===== src/design/ced_pkg.sv =====
`timescale 1ns / 1ps

package ced_pkg;

  // Most bytes that one input byte can release.
  localparam int unsigned MAX_RESULTS = 4;
  localparam int unsigned CNT_W = 3;
  localparam int unsigned IDX_W = 2;

  // Character codes used by the decoder.
  localparam logic [7:0] CH_BSLASH = 8'h5C;
  localparam logic [7:0] CH_N      = 8'h6E;
  localparam logic [7:0] CH_R      = 8'h72;
  localparam logic [7:0] CH_T      = 8'h74;
  localparam logic [7:0] CH_X      = 8'h78;
  localparam logic [7:0] CH_0      = 8'h30;
  localparam logic [7:0] CH_3      = 8'h33;
  localparam logic [7:0] CH_7      = 8'h37;
  localparam logic [7:0] CH_9      = 8'h39;
  localparam logic [7:0] CH_LA     = 8'h61;
  localparam logic [7:0] CH_LF_HI  = 8'h66;
  localparam logic [7:0] CH_UA     = 8'h41;
  localparam logic [7:0] CH_UF     = 8'h46;
  localparam logic [7:0] CODE_LF   = 8'h0A;
  localparam logic [7:0] CODE_CR   = 8'h0D;
  localparam logic [7:0] CODE_TAB  = 8'h09;

  // One group of decoded bytes produced by a single input byte.
  typedef struct packed {
    logic [MAX_RESULTS-1:0][7:0] data;
    logic [CNT_W-1:0]            count;
    logic                        last;
  } packet_t;

  function automatic logic is_oct(input logic [7:0] c);
    return (c >= CH_0) && (c <= CH_7);
  endfunction

  function automatic logic is_hex(input logic [7:0] c);
    return ((c >= CH_0) && (c <= CH_9)) || ((c >= CH_LA) && (c <= CH_LF_HI)) ||
           ((c >= CH_UA) && (c <= CH_UF));
  endfunction

  // Value of a hex digit; meaningless for a character that is not one.
  function automatic logic [3:0] hex_val(input logic [7:0] c);
    logic [7:0] d;
    if (c <= CH_9) begin
      d = c;
    end else if (c >= CH_LA) begin
      d = c - 8'h57;
    end else begin
      d = c - 8'h37;
    end
    return d[3:0];
  endfunction

endpackage


===== src/design/ced_front.sv =====
`timescale 1ns / 1ps

module ced_front (
  input  logic             clk,
  input  logic             rst,
  input  logic             accept,
  input  logic [7:0]       in_byte,
  input  logic             in_last,
  output logic             q_push,
  output ced_pkg::packet_t q_data
);
  import ced_pkg::*;

  typedef enum logic [2:0] {
    PH_NORMAL = 3'd0,
    PH_ESC    = 3'd1,
    PH_OCT1   = 3'd2,
    PH_OCT2   = 3'd3,
    PH_HEX0   = 3'd4,
    PH_HEX1   = 3'd5
  } phase_t;

  phase_t     phase;
  phase_t     phase_next;
  phase_t     plain_phase;
  logic [7:0] held_first;
  logic [7:0] held_second;
  logic [7:0] held_first_next;
  logic [7:0] held_second_next;
  logic       plain_emit;
  packet_t    pkt;

  // A backslash that is not the final byte opens an escape; anything else passes.
  always_comb begin
    plain_emit  = !((in_byte == CH_BSLASH) && !in_last);
    plain_phase = plain_emit ? PH_NORMAL : PH_ESC;
  end

  // Classify the byte against the escape phase and build its output group.
  always_comb begin
    phase_next       = PH_NORMAL;
    held_first_next  = held_first;
    held_second_next = held_second;
    pkt              = '0;
    unique case (phase)
      PH_ESC: begin
        if (in_byte == CH_N) begin
          pkt.data[0] = CODE_LF;
          pkt.count   = CNT_W'(1);
        end else if (in_byte == CH_R) begin
          pkt.data[0] = CODE_CR;
          pkt.count   = CNT_W'(1);
        end else if (in_byte == CH_T) begin
          pkt.data[0] = CODE_TAB;
          pkt.count   = CNT_W'(1);
        end else if ((in_byte == CH_X) && !in_last) begin
          phase_next = PH_HEX0;
        end else if ((in_byte >= CH_0) && (in_byte <= CH_3) && !in_last) begin
          held_first_next = in_byte;
          phase_next      = PH_OCT1;
        end else begin
          pkt.data[0] = CH_BSLASH;
          pkt.data[1] = in_byte;
          pkt.count   = CNT_W'(2);
        end
      end
      PH_OCT1: begin
        if (is_oct(in_byte) && !in_last) begin
          held_second_next = in_byte;
          phase_next       = PH_OCT2;
        end else begin
          pkt.data[0] = CH_BSLASH;
          pkt.data[1] = held_first;
          pkt.data[2] = in_byte;
          pkt.count   = CNT_W'(2) + CNT_W'(plain_emit);
          phase_next  = plain_phase;
        end
      end
      PH_OCT2: begin
        if (is_oct(in_byte)) begin
          pkt.data[0] = {held_first[1:0], held_second[2:0], in_byte[2:0]};
          pkt.count   = CNT_W'(1);
        end else begin
          pkt.data[0] = CH_BSLASH;
          pkt.data[1] = held_first;
          pkt.data[2] = held_second;
          pkt.data[3] = in_byte;
          pkt.count   = CNT_W'(3) + CNT_W'(plain_emit);
          phase_next  = plain_phase;
        end
      end
      PH_HEX0: begin
        if (is_hex(in_byte) && !in_last) begin
          held_first_next = in_byte;
          phase_next      = PH_HEX1;
        end else begin
          pkt.data[0] = CH_BSLASH;
          pkt.data[1] = CH_X;
          pkt.data[2] = in_byte;
          pkt.count   = CNT_W'(2) + CNT_W'(plain_emit);
          phase_next  = plain_phase;
        end
      end
      PH_HEX1: begin
        if (is_hex(in_byte)) begin
          pkt.data[0] = {hex_val(held_first), hex_val(in_byte)};
          pkt.count   = CNT_W'(1);
        end else begin
          pkt.data[0] = CH_BSLASH;
          pkt.data[1] = CH_X;
          pkt.data[2] = held_first;
          pkt.data[3] = in_byte;
          pkt.count   = CNT_W'(3) + CNT_W'(plain_emit);
          phase_next  = plain_phase;
        end
      end
      default: begin
        pkt.data[0] = in_byte;
        pkt.count   = CNT_W'(plain_emit);
        phase_next  = plain_phase;
      end
    endcase
    // The end of a string always closes any escape in progress.
    if (in_last) begin
      phase_next = PH_NORMAL;
    end
    pkt.last = in_last;
  end

  assign q_push = accept && (pkt.count != '0);
  assign q_data = pkt;

  // Escape phase and held digits.
  always_ff @(posedge clk) begin
    if (rst) begin
      phase       <= PH_NORMAL;
      held_first  <= '0;
      held_second <= '0;
    end else if (accept) begin
      phase       <= phase_next;
      held_first  <= held_first_next;
      held_second <= held_second_next;
    end
  end

endmodule


===== src/design/ced_queue.sv =====
`timescale 1ns / 1ps

module ced_queue #(
  parameter int unsigned DEPTH = 4
) (
  input  logic             clk,
  input  logic             rst,
  input  logic             wr_en,
  input  ced_pkg::packet_t wr_data,
  input  logic             rd_en,
  output ced_pkg::packet_t rd_data,
  output logic             q_full,
  output logic             q_empty
);
  import ced_pkg::*;

  localparam int unsigned PTR_W = (DEPTH > 1) ? $clog2(DEPTH) : 1;
  localparam int unsigned CNT_QW = $clog2(DEPTH + 1);

  packet_t           slots [DEPTH];
  logic [PTR_W-1:0]  wr_ptr;
  logic [PTR_W-1:0]  rd_ptr;
  logic [CNT_QW-1:0] fill;

  assign q_full  = (fill == CNT_QW'(DEPTH));
  assign q_empty = (fill == '0);
  assign rd_data = slots[rd_ptr];

  // Pointers and fill level; callers never write when full or read when empty.
  always_ff @(posedge clk) begin
    if (rst) begin
      wr_ptr <= '0;
      rd_ptr <= '0;
      fill   <= '0;
    end else begin
      if (wr_en) begin
        wr_ptr <= (wr_ptr == PTR_W'(DEPTH - 1)) ? '0 : wr_ptr + PTR_W'(1);
      end
      if (rd_en) begin
        rd_ptr <= (rd_ptr == PTR_W'(DEPTH - 1)) ? '0 : rd_ptr + PTR_W'(1);
      end
      if (wr_en && !rd_en) begin
        fill <= fill + CNT_QW'(1);
      end else if (rd_en && !wr_en) begin
        fill <= fill - CNT_QW'(1);
      end
    end
  end

  // Entry storage.
  always_ff @(posedge clk) begin
    if (wr_en) begin
      slots[wr_ptr] <= wr_data;
    end
  end

endmodule


===== src/design/ced_back.sv =====
`timescale 1ns / 1ps

module ced_back (
  input  logic             clk,
  input  logic             rst,
  input  logic             q_empty,
  input  ced_pkg::packet_t q_data,
  output logic             q_pop,
  input  logic             pop,
  output logic             empty,
  output logic [7:0]       out_byte,
  output logic             out_last
);
  import ced_pkg::*;

  packet_t          cur;
  logic [IDX_W-1:0] idx;
  logic             valid;
  logic             at_end;
  logic             load;

  // The group in hand is finished when its final byte is taken.
  assign at_end = (idx == IDX_W'(cur.count - CNT_W'(1)));
  assign load   = !q_empty && (!valid || (pop && at_end));
  assign q_pop  = load;

  assign empty    = !valid;
  assign out_byte = cur.data[idx];
  assign out_last = cur.last && at_end;

  // Step through the bytes of the current group, refilling from the queue.
  always_ff @(posedge clk) begin
    if (rst) begin
      valid <= 1'b0;
      idx   <= '0;
    end else if (load) begin
      valid <= 1'b1;
      idx   <= '0;
    end else if (valid && pop) begin
      if (at_end) begin
        valid <= 1'b0;
      end else begin
        idx <= idx + IDX_W'(1);
      end
    end
  end

  always_ff @(posedge clk) begin
    if (load) begin
      cur <= q_data;
    end
  end

endmodule


===== src/design/c_string_escape_decoder_unit.sv =====
`timescale 1ns / 1ps
// Throughput: one raw byte per cycle in while full is low and one decoded byte per
// cycle out while pop is held and bytes wait; a byte that releases n decoded bytes
// holds the output until all are popped. The packet queue between the front and
// the output stage registers each group and absorbs such bursts.
// Reset: synchronous, active high; clears the escape phase, the queue and the output.
module c_string_escape_decoder_unit #(
  parameter int unsigned QUEUE_DEPTH = 4
) (
  input  logic       clk,
  input  logic       rst,
  input  logic       push,
  output logic       full,
  input  logic [7:0] in_byte,
  input  logic       in_last,
  input  logic       pop,
  output logic       empty,
  output logic [7:0] out_byte,
  output logic       out_last
);
  import ced_pkg::*;

  logic    accept;
  logic    q_push;
  logic    q_pop;
  logic    q_full;
  logic    q_empty;
  packet_t wr_pkt;
  packet_t rd_pkt;

  assign full   = q_full;
  assign accept = push && !q_full;

  // Classification and escape tracking.
  ced_front u_front (
    .clk     (clk),
    .rst     (rst),
    .accept  (accept),
    .in_byte (in_byte),
    .in_last (in_last),
    .q_push  (q_push),
    .q_data  (wr_pkt)
  );

  // Packet queue between the two sides.
  ced_queue #(
    .DEPTH (QUEUE_DEPTH)
  ) u_queue (
    .clk     (clk),
    .rst     (rst),
    .wr_en   (q_push),
    .wr_data (wr_pkt),
    .rd_en   (q_pop),
    .rd_data (rd_pkt),
    .q_full  (q_full),
    .q_empty (q_empty)
  );

  // Byte-at-a-time output stage.
  ced_back u_back (
    .clk      (clk),
    .rst      (rst),
    .q_empty  (q_empty),
    .q_data   (rd_pkt),
    .q_pop    (q_pop),
    .pop      (pop),
    .empty    (empty),
    .out_byte (out_byte),
    .out_last (out_last)
  );

endmodule


===== config.mk =====
export PLATFORM = sky130hd
export DESIGN_NAME = c_string_escape_decoder_unit
export DESIGN_NICKNAME = d
export VERILOG_FILES = /design/src/design/ced_pkg.sv /design/src/design/ced_front.sv /design/src/design/ced_queue.sv /design/src/design/ced_back.sv /design/src/design/c_string_escape_decoder_unit.sv
export SDC_FILE = /design/constraint.sdc
export NUM_CORES = 1
export LEC_CHECK = 0
export CAP_MARGIN = 20
export CELL_PAD_IN_SITES_DETAIL_PLACEMENT = 0
export CELL_PAD_IN_SITES_GLOBAL_PLACEMENT = 1
export CORE_MARGIN = 2
export CORE_UTILIZATION = 54
export CTS_CLUSTER_SIZE = 12
export DETAILED_ROUTE_END_ITERATION = 8
export DONT_BUFFER_PORTS = 1
export GPL_TIMING_DRIVEN = 0
export MAX_ROUTING_LAYER = met4
export PLACE_DENSITY = 0.88
export SYNTH_ARGS = -nofsm -noshare
export SYNTH_HDL_FRONTEND = slang
export SYNTH_SLANG_ARGS = --single-unit

===== constraint.sdc =====
create_clock -name clk -period 5.78 [get_ports clk]
set_clock_uncertainty 0.2 [all_clocks]
set_input_delay 0.578 -clock clk [delete_from_list [all_inputs] [get_ports clk]]
set_output_delay 0.578 -clock clk [all_outputs]
set_load 0.02 [all_outputs]

---- After elaboration in Yosys (flattened, before gate mapping) ----
Memories as Yosys holds them, arrays and structs flattened. A register that Yosys moved wholly into a read port is not among the register bits.
Cells that the tools add are included.
cells by class
  shifts and indexed selects .............. 0
  divide/modulo/power cells ............... 0
  mux-type cells .......................... 52
  order comparisons ....................... 11
  bitwise gates (word level) .............. 1
  reduce and logical (&&, ||, !) cells .... 39
  equality and inequality tests ........... 20
  add/subtract/negate cells ............... 12
  multiply operators ...................... 0
operator list
  kind                                                            number
  two-way mux 8 bit                                               10
  two-way mux 11 bit                                              5
  case mux 11 bit (5 select lines)                                1
  two-way mux 27 bit                                              2
  two-way mux 24 bit                                              2
  equality test 8 x 7 -> 1 bit, second input constant             5
  case mux 8 bit (5 select lines)                                 1
  two-way mux 19 bit                                              2
  two-way mux 3 bit                                               11
  less-or-equal comparator 8 x 6 -> 1 bit, second input constant  4
  case mux 8 bit (2 select lines)                                 2
  case mux 8 bit (4 select lines)                                 1
  >= comparator 8 x 7 -> 1 bit, second input constant             3
  logical AND 1 bit                                               18
  binary-select mux 8 bit (select 2 bit)                          1
  less-or-equal comparator 8 x 7 -> 1 bit, second input constant  2
  two-way mux 4 bit                                               4
  subtractor 4 x 3 -> 4 bit, second input constant                4
  case mux 3 bit (5 select lines)                                 1
  equality test 3 bit, second input constant                      3
  >= comparator 8 x 6 -> 1 bit, second input constant             1
  != test 2 bit, second input constant                            4
  AND reduction 8 bit                                             1
  nonzero test 2 bit                                              4
  21 further kinds                                                43
word-level totals
  register bits after elaboration ......... 29
  input bits .............................. 13
  memory bits (writable) .................. 144
  memories kept ........................... 1
  ROM bits ................................ 0
  output and inout bits ................... 11
  latch bits .............................. 0
memory list
  memory         words  bits a word  read ports  clocked after memory_dff  write ports  RTL line         text
  u_queue.slots  4      36           1           1                         1            ced_queue.sv:20  packet_t slots [DEPTH];

---- Depth between registers and ports, before layout ----
Gate-level depths: netlist of run 1.
  depth in word-level cells ............... 15
  mapped depth ............................ 13
  depth with buffers taken out ............ 13

---- By module ----
From an unflattened synthesis of run 1, not the netlist that was laid out.
unflattened totals
  cells, all modules ...................... 587
  area total of the unflattened synthesis .. 9292.7 um^2
modules (own cells, without submodules)
  module                        times used  area an instance (um^2)  sequential area each (um^2)  cells an instance
  ced_queue                     1           5689.2                   4504.3                       232
  ced_front                     1           2060.7                   380.4                        280
  ced_back                      1           1529.0                   1111.1                       74
  c_string_escape_decoder_unit  1           13.8                     0.0                          1

---- Least setup slack after synthesis of run 1 ----
OpenSTA, ideal clock, no wires.
  path kind ............................... register -> register
  start point ............................. register u_back.idx[1]
  end point ............................... register u_queue.fill[2]
  period minus slack after synthesis ...... 4.554 ns
  path buffers ............................ 1
  stages on the path, launching flop included .. 13
  path slack .............................. 1.226 ns
  library setup time ...................... 0.070 ns
  data arrival time ....................... 4.283 ns
  cells stage by stage .................... dfxtp_1 -> clkbuf_1 -> xnor2_1 -> mux2i_1 -> nand2_1 -> a21oi_1 -> inv_1 -> ha_1 -> inv_1 -> fa_1 -> xor2_1 -> or3_1 -> a21oi_1
on the way
  word-level cells in the longest chain between the ends .. 7
  elaborated cells on any way between the ends .. 9
ends and longest elaborated chain
  what                                                            RTL line                            text
  from (decl)                                                     ced_back.sv:17                      logic [IDX_W-1:0] idx;
  from (signal assigned)                                          ced_back.sv:43                      idx <= idx + IDX_W'(1);
  equality test 2 bit (*)                                         ced_back.sv:23                      assign at_end = (idx == IDX_W'(cur.count - CNT_W'(1)));
  logical AND 1 bit (*)                                           ced_back.sv:24                      assign load = !q_empty && (!valid || (pop && at_end));
  logical OR 1 bit (*)                                            ced_back.sv:24
  logical AND 1 bit (*)                                           ced_back.sv:24
  named net q_pop                                                 c_string_escape_decoder_unit.sv:25  logic q_pop;
  logical NOT 1 bit                                               ced_queue.sv:42                     if (wr_en && !rd_en) begin
  logical AND 1 bit                                               ced_queue.sv:42
  two-way mux 3 bit / nonzero test 2 bit (equally long branches)  n/a
  to (signal assigned)                                            ced_queue.sv:43                     fill <= fill + CNT_QW'(1);
  to (signal assigned)                                            ced_queue.sv:45                     fill <= fill - CNT_QW'(1);
  to (decl)                                                       ced_queue.sv:23                     logic [CNT_QW-1:0] fill;
Mark *: on every way through the listed nets, which the timed path passes. The rest lies on a longest branch.
A chain may end at the register's enable or synchronous reset.

---- Worst setup path in the final report of run 1 ----
  start point ............................. input port in_byte[1]
  end point ............................... register u_queue.fill[2]
on the way
  word-level cells in the longest chain between the ends .. 14
  elaborated cells on any way between the ends .. 45
ends and longest elaborated chain
  what                                                                                            RTL line                                       text
  from (decl)                                                                                     c_string_escape_decoder_unit.sv:14             input logic [7:0] in_byte,
  >= comparator 8 x 6 -> 1 bit / less-or-equal comparator 8 x 6 -> 1 bit (equally long branches)  ced_pkg.sv:36, ced_pkg.sv:40, ced_front.sv:58
  logical AND 1 bit (2 in a row)                                                                  ced_front.sv:58                                end else if ((in_byte >= CH_0) && (in_byte <= CH_3) && !in_last) begin
  two-way mux 19 bit                                                                              ced_front.sv:58
  two-way mux 19 bit                                                                              ced_front.sv:56                                end else if ((in_byte == CH_X) && !in_last) begin
  two-way mux 11 bit                                                                              ced_front.sv:53                                end else if (in_byte == CH_T) begin
  two-way mux 11 bit                                                                              ced_front.sv:50                                end else if (in_byte == CH_R) begin
  two-way mux 11 bit                                                                              ced_front.sv:47                                if (in_byte == CH_N) begin
  case mux 11 bit (5 select lines) (*)                                                            ced_front.sv:45                                unique case (phase)
  nonzero test 3 bit (*)                                                                          ced_front.sv:130                               assign q_push = accept && (pkt.count != '0);
  logical AND 1 bit (*)                                                                           ced_front.sv:130
  named net q_push                                                                                c_string_escape_decoder_unit.sv:24             logic q_push;
  logical NOT 1 bit                                                                               ced_queue.sv:44                                end else if (rd_en && !wr_en) begin
  logical AND 1 bit                                                                               ced_queue.sv:44
  nonzero test 2 bit (no source line)                                                             n/a
Marks and branches as above.

==> summary.md, run 1 <==
| Metric | Value |
|---|---|
| Final worst path period share | `69.29%` |
| Clock Path Buffers | `3` |
| Post-synth top flop | `edfxtp_1` |
| Worst path arrival time | `4.20 ns` |
| P_leak | `3.267 nW` |
| Buffers & Inverters on Critical Path | `2` |
| FP Rows | `46` |
| Hold Path Class | `input port to flip-flop` |
| Outcome | `finished clean` |
| WL final | `19.80 mm` |
| Hold EP | `u_front.held_first[0]` |
| RePlAce Congestion | `0.9540` |
| Post-Synth XOR/XNOR Area | `0.8883%` |
| Fill cells | `1237` |
| Iteration-0 DRC Markers | `670` |
| R2R Path Start | `u_back.idx[1]` |
| Starting Density | `55.46%` |
| Min-delay src | `in_byte[0]` |
| Via-to-Cell Ratio | `6.268` |
| Area Growth Syn to Fin | `10.03%` |
| Final Instance Area | `9763 um^2` |
| Htree depth | `1` |
| CTS root buf | `clkbuf_16` |
| Drt first pass iters | `5` |
| Gr ovfl total | `0` |
| ANT cells | `0` |
| Placed inst area | `9175 um^2` |
| Pins Over Slew Limit | `0` |
| Worst EP required | `5.98 ns` |
| DR WL/cell | `24.24 um` |
| HPWL after DPL | `13.02 mm` |
| Yosys warnings | `0` |
| Synth Area in Compound Gates | `7.671%` |
| Simple-Gate Fraction of Synth Area | `8.770%` |
| Critical path peak fanout | `8` |
| Fmax | `0.2497 GHz` |
| Sequential element share of the synthesized area | `65.76%` |
| Mux cell area share after synthesis | `11.89%` |
| Routed Antenna Nets | `0` |
| Setup TNS | `0 ns` |
| Initial antenna violation count | `0` |
| Min-Delay Path Depth | `2` |
| Worst-margin pin slew | `1.112 ns` |
| Via Count | `5121` |
| RR Endpoint | `u_queue.fill[2]` |
| Clock sink count | `204` |
| Mapped cell area | `8874 um^2` |
| RSZ-0062 raised after global routing | `false` |
| Reg2reg setup slack | `2.07 ns` |
| Remaining DRCs | `0` |
| Final setup violating endpoints | `0` |
| Cells after Synth | `567` |
| Worst IR Drop VDD | `0.1984 mV` |
| Vias in the first global route | `5183` |
| Reg2Reg Depth | `12` |
| Largest family of logic cells by synthesized area | `multiplexers` |
| Netlist cell types | `76` |
| CTS resizes | `0` |
| Pwr dens | `416.9 nW/um^2` |
| Share of cells above drive strength 1 | `17.14%` |
| Core ar. | `16000 um^2` |
| Port Buffer Count | `0` |
| Postcts setup bufs | `0` |
| Register clock-pin slew on the reported worst setup and hold paths | `0.06 ns` |
| Post-Synth Adder-Cell Area | `2.200%` |
| Nets | `620` |
| Worst-skew pair later-pin latency | `0.47 ns` |
| TritonCTS Buffers | `21` |
| Critical path class | `input port to flip-flop` |
| Crit path launch type | `input port` |
| Crit-path slowest cell | `or4_2` |
| Minimum clock period | `4.005 ns` |
| Die Area | `17470 um^2` |
| Syn_nets | `595` |
| Synthesized area per cell | `15.65 um^2` |
| CP delay by family, top | `simple AND/OR/NAND/NOR gates` |
| Endpoints failing hold | `0` |
| EDFF count, synth | `175` |
| Max incr delay on CP | `0.67 ns` |
| IO Pins | `24` |
| Max Cap Viol | `0` |
| GRT Overall Usage | `23.72%` |
| Slew headroom | `24.85%` |
| Die Ht | `132.2 um` |
| Yosys reg bits | `204` |
| Ys async rst share | `0%` |
| First-pass GRT wire length | `30.64 mm` |
| Crit end category | `flip-flop` |
| Critical path cell sequence | `inv_1, ha_1, and4b_2, and3_1, or4_2, nor2_1, o41a_4, ha_1, inv_1, fa_1, xor2_1, or3_1, a21oi_1` |
| Largest net degree at the start of global routing | `36` |
| CTS tree | `yes` |
| Die Wd | `132.2 um` |
## worst reg2reg max path, delay by kind of cell (launching register included)
| family | cells | cell delay, ns |
|---|---|---|
| fa+ha+maj | 2 | 0.41 |
| xor+xnor | 2 | 0.30 |
| mux | 1 | 0.46 |
| compound gates | 2 | 0.63 |
| simple gates | 2 | 0.55 |
| flops | 1 | 0.32 |
| buf+inv | 3 | 0.79 |
## layer usage
layer / GRT usage, % / vias up / share of wire [%]
met5: - / - / 0
met1: 30.45 / 2608 / 41
met4: 4.361 / 0 / 1.3
met2: 41.03 / 214 / 52
li1: - / 2269 / -
met3: 3.422 / 30 / 5.7
## repair_timing
item	in CTS	in global routing
setup endpoints to repair	0	0
hold buffers	1	0
endpoints found under the hold margin	4	0
## kinds of logic (layout without fill, tap and decap cells)
group / Yosys count / count (layout)
AO/OA/AOI/OAI: 89 / 89
AND/OR/NAND/NOR: 148 / 148
adder cells (fa/ha/maj): 15 / 15
XOR/XNOR: 9 / 9
multiplexers: 51 / 51
buffers and inverters: 51 / 85
flip-flops: 204 / 204
## layout make-up
type / count / area (um^2) / area share [%]
buffer: 29 / 167.7 / 1.717
clock buffer: 30 / 569.3 / 5.831
tap: 216 / 270.3 / 2.768
timing repair buffer: 2 / 30.03 / 0.3076
inverter: 22 / 82.58 / 0.8458
sequential: 204 / 5836 / 59.77
clock inverter: 2 / 8.758 / 0.08971
multi-input combinational: 312 / 2799 / 28.67
## through the flow
stage | utilization [%] | hold WS (ns) | cells | total power [mW] | worst slack (ns)
after floorplan | - | 0.2251 | 567 | 2.663 | 1.226
final | 61.02 | 0.04857 | 817 | 4.070 | 1.775
after CTS | 61.02 | 0.03268 | 817 | 4.108 | 1.810
after detailed placement | 57.34 | 0.2457 | 784 | 2.924 | 1.321
after global placement | 57.15 | 0.2334 | 783 | 2.857 | -0.4243
after global routing | 61.02 | 0.04268 | 817 | 4.226 | 1.621
## cells in the final DEF (no fill, tap or decap), types with 5 or more instances in the layout
cell and count:
nor2b_1 7, edfxtp_1 175, nor2_1 42, and2_1 5, a21oi_1 23, mux2i_1 6
buf_6 5, nor3_1 7, nand2b_1 6, clkbuf_16 21, clkbuf_1 24, nand4_1 5
nand2_1 40, xor2_1 5, buf_1 5, a31oi_1 6, mux4_2 43, inv_1 22
a222oi_1 7, o21ai_0 9, ha_1 14, dfxtp_1 29, nand3_1 7
## where the power goes
| part | total, mW | switching (mW) | internal, mW |
|---|---|---|---|
| clock network | 1.18 | 0.509 | 0.676 |
| registers | 2.00 | 0.0839 | 1.91 |
| logic | 0.886 | 0.508 | 0.378 |
## how the worst max path moves through the flow
stage	start	cells past startpoint	end	slack (ns)
after CTS	in_byte[0]	13	u_queue.fill[2]	1.81
after global placement	u_back.idx[1]	12	u_queue.fill[2]	-0.42
after detailed placement	in_byte[0]	13	u_queue.fill[2]	1.32
after floorplan	u_back.idx[1]	12	u_queue.fill[2]	1.23
final	in_byte[1]	13	u_queue.fill[2]	1.78
after global routing	in_byte[0]	13	u_queue.fill[2]	1.62
## state kept, by name, summed over array words and instances (netlist names)
register             count
u_back.cur              35
u_front.held_second      8
u_back.valid             1
u_back.idx               2
u_front.held_first       8
u_queue.fill             3
u_queue.slots          140
u_front.phase            3
u_queue.wr_ptr           2
u_queue.rd_ptr           2
## cells in the mapped netlist (9+ instances only)
cell        n  area [um^2]
mux4_2     43        968.4
o21ai_0     9        45.04
ha_1       14        175.2
dfxtp_1    29        580.6
clkbuf_1   16        60.06
nand2_1    40        150.1
a21oi_1    24        120.1
nor2_1     42        157.7
edfxtp_1  175         5255
inv_1      22        82.58
Note: power is estimated with default switching activity, not from simulation.
==> run 2, diff against run 1 <==
--- a/config.mk
+++ b/config.mk
@@ -9,13 +9,13 @@
 export CELL_PAD_IN_SITES_DETAIL_PLACEMENT = 0
 export CELL_PAD_IN_SITES_GLOBAL_PLACEMENT = 1
 export CORE_MARGIN = 2
-export CORE_UTILIZATION = 54
+export CORE_UTILIZATION = 49
 export CTS_CLUSTER_SIZE = 12
 export DETAILED_ROUTE_END_ITERATION = 8
 export DONT_BUFFER_PORTS = 1
 export GPL_TIMING_DRIVEN = 0
 export MAX_ROUTING_LAYER = met4
-export PLACE_DENSITY = 0.88
+export PLACE_DENSITY = 0.85
 export SYNTH_ARGS = -nofsm -noshare
 export SYNTH_HDL_FRONTEND = slang
 export SYNTH_SLANG_ARGS = --single-unit
==> constraint.sdc (replaced) <==
create_clock -name clk -period 3.25 [get_ports clk]
set_clock_uncertainty 0.2 [all_clocks]
set_input_delay 0.325 -clock clk [delete_from_list [all_inputs] [get_ports clk]]
set_output_delay 0.325 -clock clk [all_outputs]
set_load 0.02 [all_outputs]
==> summary.md, run 2 (same netlist as run 1, synthesis figures left out) <==
| Metric | Value |
|---|---|
| Outcome | `finished clean (unchanged)` |
| Setup TNS | `0 ns (unchanged)` |
| Max Cap Viol | `0 (unchanged)` |
| Pins Over Slew Limit | `0 (unchanged)` |
| Die Ht | `138.6 um (was 132.2 um)` |
| Port Buffer Count | `0 (unchanged)` |
| Placed Cells | `798 (was 784)` |
| Max Used Layer | `met4 (unchanged)` |
| Pwr dens | `739.0 nW/um^2 (was 416.9 nW/um^2)` |
| Metal2 WL | `10.19 mm (was 10.26 mm)` |
| Largest regs | `u_queue.slots (140), u_back.cur (35) (unchanged)` |
| Htree depth | `1 (unchanged)` |
| Worst EP required | `3.47 ns (was 5.98 ns)` |
| Crit path launch type | `input port (unchanged)` |
| Register clock-pin slew on the reported worst setup and hold paths | `0.06 ns (about the same)` |
| WL final | `20.39 mm (was 19.80 mm)` |
| Buffers & Inverters on Critical Path | `2 (unchanged)` |
| Die Area | `19200 um^2 (was 17470 um^2)` |
| FP Rows | `49 (was 46)` |
| Via Count | `5177 (was 5121)` |
| Max reg flops | `140 (unchanged)` |
| CP delay by family, top | `simple AND/OR/NAND/NOR gates (unchanged)` |
| Critical path peak fanout | `8 (unchanged)` |
| Non-filler instance count after layout | `846 (was 817)` |
| Iteration-0 DRC Markers | `491 (was 670)` |
| Final setup violating endpoints | `0 (unchanged)` |
| ANT cells | `0 (unchanged)` |
| Final Instance Area | `10020 um^2 (was 9763 um^2)` |
| Flop pwr share | `47.8% (was 49.1%)` |
| Clock Path Buffers | `3 (unchanged)` |
| Gr ovfl total | `0 (unchanged)` |
| Worst-margin pin slew | `0.9937 ns (was 1.112 ns)` |
| Endpoints failing hold | `0 (unchanged)` |
| Sw power | `2.018 mW (was 1.102 mW)` |
| Drt first pass iters | `5 (unchanged)` |
| Share of power burned in combinational logic | `22.0% (was 21.8%)` |
| Minimum clock period | `3.094 ns` |
| Clk pwr share | `30.2% (was 29.1%)` |
| Worst path most repeated cell | `inv_1` |
| Slew headroom | `32.91% (was 24.85%)` |
| Largest net degree at the start of global routing | `36 (unchanged)` |
| Starting Density | `49.74% (was 55.46%)` |
| Core ar. | `17840 um^2 (was 16000 um^2)` |
| Worst path arrival time | `3.31 ns (was 4.20 ns)` |
| Switching part of the total | `27.25% (was 27.07%)` |
| P_leak | `3.352 nW (was 3.267 nW)` |
| CTS root buf | `clkbuf_16 (unchanged)` |
| RePlAce Congestion | `0.9476 (was 0.9540)` |
| Fmax | `0.3232 GHz` |
| Worst IR Drop VDD | `0.7061 mV (was 0.1984 mV)` |
| Routed Antenna Nets | `0 (unchanged)` |
| IO Pins | `24 (unchanged)` |
| Initial antenna violation count | `0 (unchanged)` |
| Most flops, register | `u_queue.slots (unchanged)` |
| RSZ-0062 raised after global routing | `false (unchanged)` |
| Int Power | `5.389 mW (was 2.968 mW)` |
| Remaining DRCs | `0 (unchanged)` |
| Hold Path Class | `input port to flip-flop (unchanged)` |
| Nets | `634 (was 620)` |
| Most common cell after layout, fill and taps aside | `edfxtp_1 (unchanged)` |
| Share of cells above drive strength 1 | `20.10% (was 17.14%)` |
| Die Wd | `138.6 um (was 132.2 um)` |
| DR WL/cell | `24.10 um (was 24.24 um)` |
| Crit end category | `flip-flop (unchanged)` |
| Met1 wire length | `7.969 mm (was 8.146 mm)` |
| Area Growth Syn to Fin | `12.96% (was 10.03%)` |
| Most frequent cells in the layout | `175 x edfxtp_1, 43 x mux4_2, 40 x nor2_1 (was 175 x edfxtp_1, 43 x mux4_2, 42 x nor2_1)` |
| CTS tree | `yes (unchanged)` |
| Vias in the first global route | `5177 (was 5183)` |
| Clock sink count | `204 (unchanged)` |
| Via-to-Cell Ratio | `6.119 (was 6.268)` |
| Critical path cell sequence | `inv_1, ha_2, and4b_2, and3_4, or4_4, nor2_4, o41a_4, ha_4, inv_1, fa_2, xor2_1, or3_1, a21oi_1 (was inv_1, ha_1, and4b_2, and3_1, or4_2, nor2_1, o41a_4, ha_1, inv_1, fa_1, xor2_1, or3_1, a21oi_1)` |
| GRT Overall Usage | `21.92% (was 23.72%)` |
| Critical path class | `input port to flip-flop (unchanged)` |
| Worst-skew pair later-pin latency | `0.50 ns (was 0.47 ns)` |
| TritonCTS Buffers | `22 (was 21)` |
| Final worst path period share | `95.19%` |
| Max incr delay on CP | `0.56 ns (was 0.67 ns)` |
| Crit-path slowest cell | `or4_4 (was or4_2)` |
| First-pass GRT wire length | `30.79 mm (was 30.64 mm)` |
| Placed inst area | `9230 um^2 (was 9175 um^2)` |
| Met3 wire len | `1.638 mm (was 1.131 mm)` |
| HPWL after DPL | `13.55 mm (was 13.02 mm)` |
## run 2: cell count changes in the layout (fill, tap and decap cells not counted), sizes merged
cell,previous run,this run
dlygate4sd3,1,10
buf,11,15
clkinv,2,4
clkinvlp,0,2
clkbuf,48,47
## run 2: worst reg2reg max path, stage by stage (launching register included)
cell and delay [ns]:
dfxtp_1 0.41, nor2b_1 0.15, clkdlybuf4s50_2 0.60, nand2_1 0.31, nor3_4 0.43, a222oi_1 0.13
dlygate4sd3_1 0.60, inv_1 0.11
## run 2: stage by stage
| stage | hold WS (ns) | setup slack, ns | power (mW) | util, % |
|---|---|---|---|---|
| after global routing | 0.04037 | 0.02709 | 7.692 | 56.18 |
| after detailed placement | 0.2265 | -0.3856 | 5.227 | 51.74 |
| after floorplan | 0.2239 | 0.01450 | 4.753 | - |
| final | 0.01250 | 0.1562 | 7.408 | 56.18 |
| after CTS | 0.001870 | 0.05074 | 7.476 | 55.93 |
| after global placement | 0.2262 | -0.9166 | 5.113 | 51.60 |
## run 2: worst paths after layout
check,start,endpoint,slack (ns),cells after the start
worst min register to register,u_front.held_second[5],u_front.held_second[5],0.26,2
worst max register to register,u_front.phase[2],u_queue.slots[3][21],0.16,7
worst max-delay path,in_byte[1],u_queue.fill[2],0.16,13
worst min-delay path,in_byte[0],u_front.held_second[0],0.01,4
## run 2: power by group through the flow
stage / clock, mW / combinational, mW / sequential (mW)
after global placement: 0 / 1.54 / 3.57
after global routing: 2.36 / 1.76 / 3.58
after CTS: 2.26 / 1.66 / 3.55
final: 2.24 / 1.63 / 3.54
after floorplan: 0 / 1.22 / 3.53
after detailed placement: 0 / 1.63 / 3.60
## run 2: area by class of cell
type | instances | area, um^2
Buffer | 29 | 171.4
Tap cell | 229 | 286.5
Sequential cell | 204 | 5836
Clock buffer | 29 | 596.8
Timing Repair Buffer | 15 | 147.6
Multi-Input combinational cell | 312 | 2859
Fill cell | 1362 | 7818
Inverter | 22 | 82.58
Clock inverter | 6 | 43.79
## run 2: repair_timing
action / 4_1_cts / 5_1_grt
buffers inserted: 1 / 2
pin swaps: 1 / 2
hold endpoints to repair: 36 / 0
setup endpoints to repair: 3 / 147
hold buffers: 10 / 0
resized for setup: 0 / 13
## run 2: metal layers
metal,global-route usage (%),vias up
met5,-,-
met4,6.982,0
met3,4.489,39
met2,35.72,245
met1,27.95,2589
li1,-,2304
